### src/hw/rtl/mcrct_pkg.sv
// Shared types and constants for the repeating countdown timer unit.
// No dependencies; imported by the timer unit top level.
`timescale 1ns / 1ps

package mcrct_pkg;

  // Operation codes carried on in_tuser.
  typedef enum logic [1:0] {
    OP_CLAIM  = 2'd0,
    OP_RELOAD = 2'd1,
    OP_BURN   = 2'd2,
    OP_NONE   = 2'd3
  } mcrct_op_t;

  // Result kinds carried on out_tuser.
  localparam logic [1:0] KIND_ACK    = 2'd0;
  localparam logic [1:0] KIND_EXPIRY = 2'd1;
  localparam logic [1:0] KIND_DONE   = 2'd2;

  localparam int unsigned IN_DATA_W  = 72;
  localparam int unsigned OUT_DATA_W = 40;

  // Repeat count that never runs out.
  localparam logic [15:0] REPEAT_FOREVER = 16'hFFFF;

  // One word of the timer table.
  typedef struct packed {
    logic [15:0]        tag;
    logic [15:0]        reps;
    logic signed [15:0] reload;
    logic signed [15:0] remain;
  } mcrct_entry_t;

endpackage

### src/hw/rtl/multi_channel_repeating_countdown_timer_unit.sv
// Top level of the repeating countdown timer unit: sequencer, timer table
// memory and output register. Depends on mcrct_pkg.
`timescale 1ns / 1ps

// A table of FUSE_COUNT countdown timers behind one stream input and one
// stream output. Each input beat carries an operation on in_tuser: claim
// takes the lowest free slot, reload loads a named slot, burn subtracts an
// amount from every timer in use. Claim and reload answer with a single
// acknowledgement beat. A burn answers with one expiry beat, in slot order,
// for every timer that reaches zero or below (its tag and its overshoot),
// followed by a closing beat with out_tlast high; the expired timer is
// reloaded with its period and its repeat count is decremented, 65535 being
// endless, and the slot is freed when the count reaches zero. Operation code
// three is dropped without any result. The block handles one operation at a
// time and lowers in_tready until that operation's last result beat has been
// placed in the output register; the output register lets the next beat in
// while that result still waits to be taken. A reload is written to the
// table and then acknowledged; a claim examines the slots one at a time,
// lowest first and at most FUSE_COUNT of them, before its acknowledgement;
// and a burn skips each free slot, reads and then updates each slot in use
// (one memory read, one update), and ends with the closing beat. The timer
// table memory is single-port: every slot goes through the one shared
// subtract and compare unit in turn. After reset every slot is free and the
// block is ready at once.
module multi_channel_repeating_countdown_timer_unit #(
  parameter int FUSE_COUNT = 16
) (
  input  logic                             clk,
  input  logic                             rst_n,
  // Input stream.
  input  logic                             in_tvalid,
  output logic                             in_tready,
  // tdata, lowest bit first: slot[3:0], tag[19:4], period[35:20],
  // repeats[51:36], amount[66:52], zero fill[71:67].
  input  logic [mcrct_pkg::IN_DATA_W-1:0]  in_tdata,
  // tuser: opcode[1:0].
  input  logic [1:0]                       in_tuser,
  // Result stream.
  output logic                             out_tvalid,
  input  logic                             out_tready,
  // tdata, lowest bit first: timer_id[3:0], granted[4], tag_out[20:5],
  // overshoot[36:21], zero fill[39:37].
  output logic [mcrct_pkg::OUT_DATA_W-1:0] out_tdata,
  // tuser: kind[1:0].
  output logic [1:0]                       out_tuser,
  output logic                             out_tlast
);

  import mcrct_pkg::*;

  localparam int IDX_W = (FUSE_COUNT > 1) ? $clog2(FUSE_COUNT) : 1;
  localparam logic [IDX_W-1:0] LAST_IDX = IDX_W'(FUSE_COUNT - 1);

  typedef enum logic [2:0] {
    S_IDLE,
    S_CLAIM,
    S_ACK,
    S_BURN_RD,
    S_BURN_EX,
    S_DONE
  } state_t;

  state_t state_r;

  // Slot occupancy, one flip-flop per slot.
  logic [FUSE_COUNT-1:0] in_use_r;

  // Timer table and its registered read data.
  mcrct_entry_t mem [FUSE_COUNT];
  mcrct_entry_t rd_data_r;

  logic [IDX_W-1:0] idx_r;

  // Operands captured with the input beat.
  logic [15:0] tag_r;
  logic [15:0] period_r;
  logic [15:0] reps_r;
  logic [14:0] amount_r;

  // Pending acknowledgement.
  logic [3:0] ack_id_r;
  logic       ack_grant_r;

  // Output register.
  logic                  out_valid_r;
  logic [1:0]            out_kind_r;
  logic                  out_last_r;
  logic [OUT_DATA_W-1:0] out_data_r;

  // Input fields.
  mcrct_op_t   in_op;
  logic [3:0]  in_slot;
  logic [15:0] in_tag;
  logic [15:0] in_period;
  logic [15:0] in_reps;
  logic [14:0] in_amount;

  assign in_op     = mcrct_op_t'(in_tuser);
  assign in_slot   = in_tdata[3:0];
  assign in_tag    = in_tdata[19:4];
  assign in_period = in_tdata[35:20];
  assign in_reps   = in_tdata[51:36];
  assign in_amount = in_tdata[66:52];

  logic in_accept;
  logic out_free;
  logic slot_ok;

  assign in_tready = (state_r == S_IDLE);
  assign in_accept = in_tvalid && in_tready;
  assign out_free  = !out_valid_r || out_tready;
  assign slot_ok   = (32'(in_slot) < FUSE_COUNT);

  // Shared burn unit: saturating subtract, expiry test and repeat update.
  logic signed [16:0] diff;
  logic [15:0]        sat_val;
  logic               expired;
  logic [15:0]        reps_dec;
  logic               freed;
  mcrct_entry_t       burn_entry;

  always_comb begin
    diff    = {rd_data_r.remain[15], rd_data_r.remain} - $signed({2'b00, amount_r});
    // Below the 16-bit minimum the result clamps to it.
    sat_val = (diff[16] && !diff[15]) ? 16'h8000 : diff[15:0];
    expired = sat_val[15] || (sat_val == 16'h0000);
    reps_dec = (rd_data_r.reps == REPEAT_FOREVER) ? rd_data_r.reps
                                                  : rd_data_r.reps - 16'd1;
    freed   = (reps_dec == 16'h0000);
    burn_entry = rd_data_r;
    if (expired) begin
      burn_entry.remain = rd_data_r.reload;
      burn_entry.reps   = reps_dec;
    end else begin
      burn_entry.remain = sat_val;
    end
  end

  // Table write port.
  logic             mem_we;
  logic [IDX_W-1:0] mem_wa;
  mcrct_entry_t     mem_wd;
  logic             mem_re;

  always_comb begin
    mem_we = 1'b0;
    mem_wa = idx_r;
    mem_wd = '{tag: tag_r, reps: reps_r, reload: period_r, remain: period_r};
    unique case (state_r)
      S_IDLE: begin
        if (in_accept && in_op == OP_RELOAD && slot_ok) begin
          mem_we = 1'b1;
          mem_wa = IDX_W'(in_slot);
          mem_wd = '{tag: in_tag, reps: in_reps, reload: in_period, remain: in_period};
        end
      end
      S_CLAIM: begin
        mem_we = !in_use_r[idx_r];
      end
      S_BURN_EX: begin
        mem_we = !expired || out_free;
        mem_wd = burn_entry;
      end
      default: begin
      end
    endcase
  end

  assign mem_re = (state_r == S_BURN_RD) && in_use_r[idx_r];

  always_ff @(posedge clk) begin
    if (mem_we) begin
      mem[mem_wa] <= mem_wd;
    end
    if (mem_re) begin
      rd_data_r <= mem[idx_r];
    end
  end

  // Sequencer, occupancy and output register.
  always_ff @(posedge clk) begin
    if (!rst_n) begin
      state_r     <= S_IDLE;
      in_use_r    <= '0;
      out_valid_r <= 1'b0;
    end else begin
      if (out_valid_r && out_tready) begin
        out_valid_r <= 1'b0;
      end
      unique case (state_r)
        S_IDLE: begin
          if (in_accept) begin
            tag_r    <= in_tag;
            period_r <= in_period;
            reps_r   <= in_reps;
            amount_r <= in_amount;
            idx_r    <= '0;
            unique case (in_op)
              OP_CLAIM: begin
                if (in_reps == 16'h0000) begin
                  ack_id_r    <= 4'd0;
                  ack_grant_r <= 1'b0;
                  state_r     <= S_ACK;
                end else begin
                  state_r <= S_CLAIM;
                end
              end
              OP_RELOAD: begin
                ack_grant_r <= slot_ok;
                ack_id_r    <= slot_ok ? in_slot : 4'd0;
                if (slot_ok) begin
                  in_use_r[IDX_W'(in_slot)] <= 1'b1;
                end
                state_r <= S_ACK;
              end
              OP_BURN: begin
                state_r <= S_BURN_RD;
              end
              default: begin
              end
            endcase
          end
        end
        S_CLAIM: begin
          // One slot is examined per cycle, lowest first.
          if (!in_use_r[idx_r]) begin
            in_use_r[idx_r] <= 1'b1;
            ack_id_r        <= 4'(idx_r);
            ack_grant_r     <= 1'b1;
            state_r         <= S_ACK;
          end else if (idx_r == LAST_IDX) begin
            ack_id_r    <= 4'd0;
            ack_grant_r <= 1'b0;
            state_r     <= S_ACK;
          end else begin
            idx_r <= idx_r + 1'b1;
          end
        end
        S_ACK: begin
          if (out_free) begin
            out_valid_r <= 1'b1;
            out_kind_r  <= KIND_ACK;
            out_last_r  <= 1'b1;
            out_data_r  <= {3'b000, 16'h0000, 16'h0000, ack_grant_r, ack_id_r};
            state_r     <= S_IDLE;
          end
        end
        S_BURN_RD: begin
          if (in_use_r[idx_r]) begin
            state_r <= S_BURN_EX;
          end else if (idx_r == LAST_IDX) begin
            state_r <= S_DONE;
          end else begin
            idx_r <= idx_r + 1'b1;
          end
        end
        S_BURN_EX: begin
          // An expiry waits here until the output register has room.
          if (!expired || out_free) begin
            if (expired) begin
              out_valid_r <= 1'b1;
              out_kind_r  <= KIND_EXPIRY;
              out_last_r  <= 1'b0;
              out_data_r  <= {3'b000, sat_val, rd_data_r.tag, 1'b0, 4'(idx_r)};
              if (freed) begin
                in_use_r[idx_r] <= 1'b0;
              end
            end
            if (idx_r == LAST_IDX) begin
              state_r <= S_DONE;
            end else begin
              idx_r   <= idx_r + 1'b1;
              state_r <= S_BURN_RD;
            end
          end
        end
        S_DONE: begin
          if (out_free) begin
            out_valid_r <= 1'b1;
            out_kind_r  <= KIND_DONE;
            out_last_r  <= 1'b1;
            out_data_r  <= '0;
            state_r     <= S_IDLE;
          end
        end
        default: begin
          state_r <= S_IDLE;
        end
      endcase
    end
  end

  assign out_tvalid = out_valid_r;
  assign out_tdata  = out_data_r;
  assign out_tuser  = out_kind_r;
  assign out_tlast  = out_last_r;

endmodule

### config.mk
export PLATFORM = sky130hd
export DESIGN_NAME = multi_channel_repeating_countdown_timer_unit
export DESIGN_NICKNAME = d
export VERILOG_FILES = /design/src/hw/rtl/mcrct_pkg.sv /design/src/hw/rtl/multi_channel_repeating_countdown_timer_unit.sv
export SDC_FILE = /design/constraint.sdc
export NUM_CORES = 1
export LEC_CHECK = 0
export BUFFER_PORTS_ARGS = -buffer_cell sky130_fd_sc_hd__clkbuf_2
export CORE_MARGIN = 3
export CORE_UTILIZATION = 37
export CTS_CLUSTER_SIZE = 12
export DETAILED_ROUTE_END_ITERATION = 10
export SLEW_MARGIN = 20
export SYNTH_ARGS = -nofsm -noshare
export SYNTH_HDL_FRONTEND = slang
export SYNTH_SLANG_ARGS = --single-unit
### constraint.sdc
create_clock -name clk -period 9 [get_ports clk]
set_input_delay 0.45 -clock clk [delete_from_list [all_inputs] [get_ports clk]]
set_output_delay 0.45 -clock clk [all_outputs]
set_load 0.02 [all_outputs]
==> results.sh <==
export IMPL_synthTopCellsByCount="1200 x edfxtp_1, 324 x mux4_2, 107 x nand2_1"
export IMPL_fin_util_pct=42.9
export IMPL_ff_latch_area_um2=36400
export IMPL_core_um2=130000
export IMPL_row_count=132
export IMPL_nets=2720
export IMPL_vdd_drop_max_mv=0.157
export IMPL_post_cts_resized=0
export IMPL_drv_cap=0
export IMPL_routedWlPerCell_um=27.7
export IMPL_outcome="complete, no violations"
export IMPL_grt_pass1_wl_um=180000
export IMPL_worstSkewPairLatency_ps=740
export IMPL_drc=0
export IMPL_synthCells=2366
export IMPL_synthFlopType="edfxtp_1"
export IMPL_fin_crit_ps=5860
export IMPL_ys_ff_latch=1220
export IMPL_io_pins=123
export IMPL_dieHeight_um=368
export IMPL_first_pass_iters=5
export IMPL_cts_tree="yes"
export IMPL_initial_core_util_pct=37.3
export IMPL_n_fill_cell=11053
export IMPL_leakagePower_nw=17.6
export IMPL_setup_tns_ps=0
export IMPL_rsz0062_at_grt="no"
export IMPL_antenna_found_initial=13
export IMPL_clkSinkCount=1220
export IMPL_cts_buffers_inserted=120
export IMPL_drive_above_1_share_pct=26.2
export IMPL_synth_edf_count=1200
export IMPL_die_w_um=368
export IMPL_grt_pass1_vias=25756
export IMPL_hold_viol_final=0
export IMPL_critPathKind="flip-flop to flip-flop"
export IMPL_power_mw=14.3
export IMPL_htreeDepth=3
export IMPL_synth_area_um2=48400
export IMPL_synth_top_area_share_pct=74.4
export IMPL_gr_total_overflow=0
export IMPL_cts_buffer_depth=3
export IMPL_holdPathStages=1
export IMPL_syn_avg_cell_area_um2=20.5
export IMPL_routed_wl_um=123000
export IMPL_worstPathMaxFanout=32
export IMPL_synth_area_leaders="edfxtp_1 74%, mux4_2 15%, nand2_1 0.83%"
export IMPL_vias_per_cell=5.65
export IMPL_cp_end_kind="flip-flop"
export IMPL_pwr_density_cell_nw_per_um2=257
export IMPL_rr_worst_depth=14
export IMPL_ys_seq_area_share_pct=75.2
export IMPL_ys_types=73
export IMPL_async_reset_ff_share_pct=0
export IMPL_die_area_um2=135000
export IMPL_fin_crit_sh_pct=65.1
export IMPL_synth_warnings=0
export IMPL_synth_top_cell_by_area="edfxtp_1"
export IMPL_fmax_mhz=171
export IMPL_io_buffers=114
export IMPL_drtIter0Drc=2775
export IMPL_critPathRequiredTime_ps=9350
export IMPL_slew_headroom_pct=17.2
export IMPL_multi_input_area_um2=11600
export IMPL_clk_pin_slew_worst_paths_ps=60
export IMPL_vias=25058
export IMPL_grt_use_total_pct=18.1
export IMPL_syn_to_final_growth_pct=15.0
export IMPL_drv_slew=0
export IMPL_setup_viol=0
export IMPL_hold_class="input port to flip-flop"
export IMPL_skew_ps=29.1
export IMPL_critPathArrivalTime_ps=6210
export IMPL_worst_slew_pin_slew_ps=1240
export IMPL_grt_max_degree=147
export IMPL_yosys_cell_count_top_type="edfxtp_1"
export IMPL_cp_start_kind="flip-flop"
export IMPL_cts_root_buffer_cell="clkbuf_16"
export IMPL_dp_hpwl_um=69500
export IMPL_gp_congestion=0.823
export IMPL_postRouteAntennaNets=0
-- registers in the layout (all words and copies together), names as in the netlist, 4 cells and up --
register	count
burn_entry	32
ack_id_r	4
rd_data_r	32
tag_r	16
idx_r	4
period_r	16
in_use_r	16
mem	1024
reps_r	16
amount_r	15
out_tdata	37
-- final timing paths --
kind / start / end / slack, ps
setup / recovery: amount_r[0] / mem[6][26] / 3140
hold / removal: in_tdata[22] / period_r[2] / 70
setup reg to reg: amount_r[0] / mem[6][26] / 3140
hold reg to reg: in_use_r[3] / in_use_r[3] / 500
-- timing repair --
item,CTS,global route
hold endpoints to repair,62,0
hold buffers,62,0
setup buffers,0,0
-- logic make-up (layout without fill, tap and decap cells) --
family	after synthesis	in the layout	synth area share [%]
buffers and inverters	160	478	1.32
AOI/OAI and AO/OA	270	270	3.75
and+or+nand+nor	338	338	3.40
other	1	9	0.00774
adders and majority gates	26	26	0.687
DFF	1220	1220	75.2
muxes	333	333	15.3
xor gates and xnor gates	18	18	0.326
-- routing by layer --
| layer | vias up | share of wire [%] | track usage (%) |
|---|---|---|---|
| met5 | - | 0.065 | 0 |
| met4 | 12 | 2.0 | 4.46 |
| met3 | 176 | 7.7 | 3.61 |
| met2 | 1065 | 48 | 29.0 |
| met1 | 13401 | 42 | 25.7 |
| li1 | 10404 | - | - |
-- worst max-delay path, cell delays in order (launching register included) --
cell,delay (ps)
edfxtp_1,400
ha_1,250
fa_1,410
nand2b_1,180
a211o_1,350
a21o_1,240
o21ai_0,260
nand2_1,130
or3_1,380
buf_4,160
o21ai_1,570
a21oi_4,400
nor2_4,380
buf_4,580
buf_4,690
-- layout by cell type (no fill, tap or decap), drive strengths merged, types with 11 or more instances in the layout --
cell type	instances
edfxtp	1200
buf	79
nand2b	14
o211ai	13
nor4	17
nand3	28
a21oi	48
mux4	324
a31oi	11
nor2	73
and3	27
xor2	11
dfxtp	20
o22ai	13
a21o	13
o31ai	12
a22oi	23
nor3	25
clkinv	26
inv	34
clkbuf	271
o21ai	68
dlygate4sd3	62
nand2	107
ha	25
o21a	13
a221o	17
-- where the power goes --
group / leakage, nW / internal, mW / switching (mW)
Sequential: 11.0 / 6.96 / 0.0972
Clock: 1.71 / 2.61 / 2.04
Combinational: 4.93 / 0.971 / 1.62
-- through the flow --
| step | hold WS (ps) | cell area (um2) | cells | setup WS, ps |
|---|---|---|---|---|
| floorplan | 450 | 48400 | 2368 | 1000 |
| detailed placement | 492 | 51400 | 4170 | 3120 |
| global placement | 484 | 51400 | 4165 | 2850 |
| finish | 66.1 | 55700 | 4434 | 3140 |
| CTS | 0.651 | 55600 | 4424 | 3060 |
| global route | 26.2 | 55700 | 4431 | 2990 |
-- final cells by class --
| class | instances | share of cell area, % |
|---|---|---|
| sequential | 1220 | 65.4 |
| clock inverter | 35 | 0.591 |
| multi-input combinational | 988 | 20.7 |
| antenna | 6 | 0.0270 |
| inverter | 31 | 0.209 |
| timing repair buffer | 255 | 3.33 |
| clock buffer | 157 | 5.75 |
| tap | 1742 | 3.91 |
(Power assumes the default switching activity.)
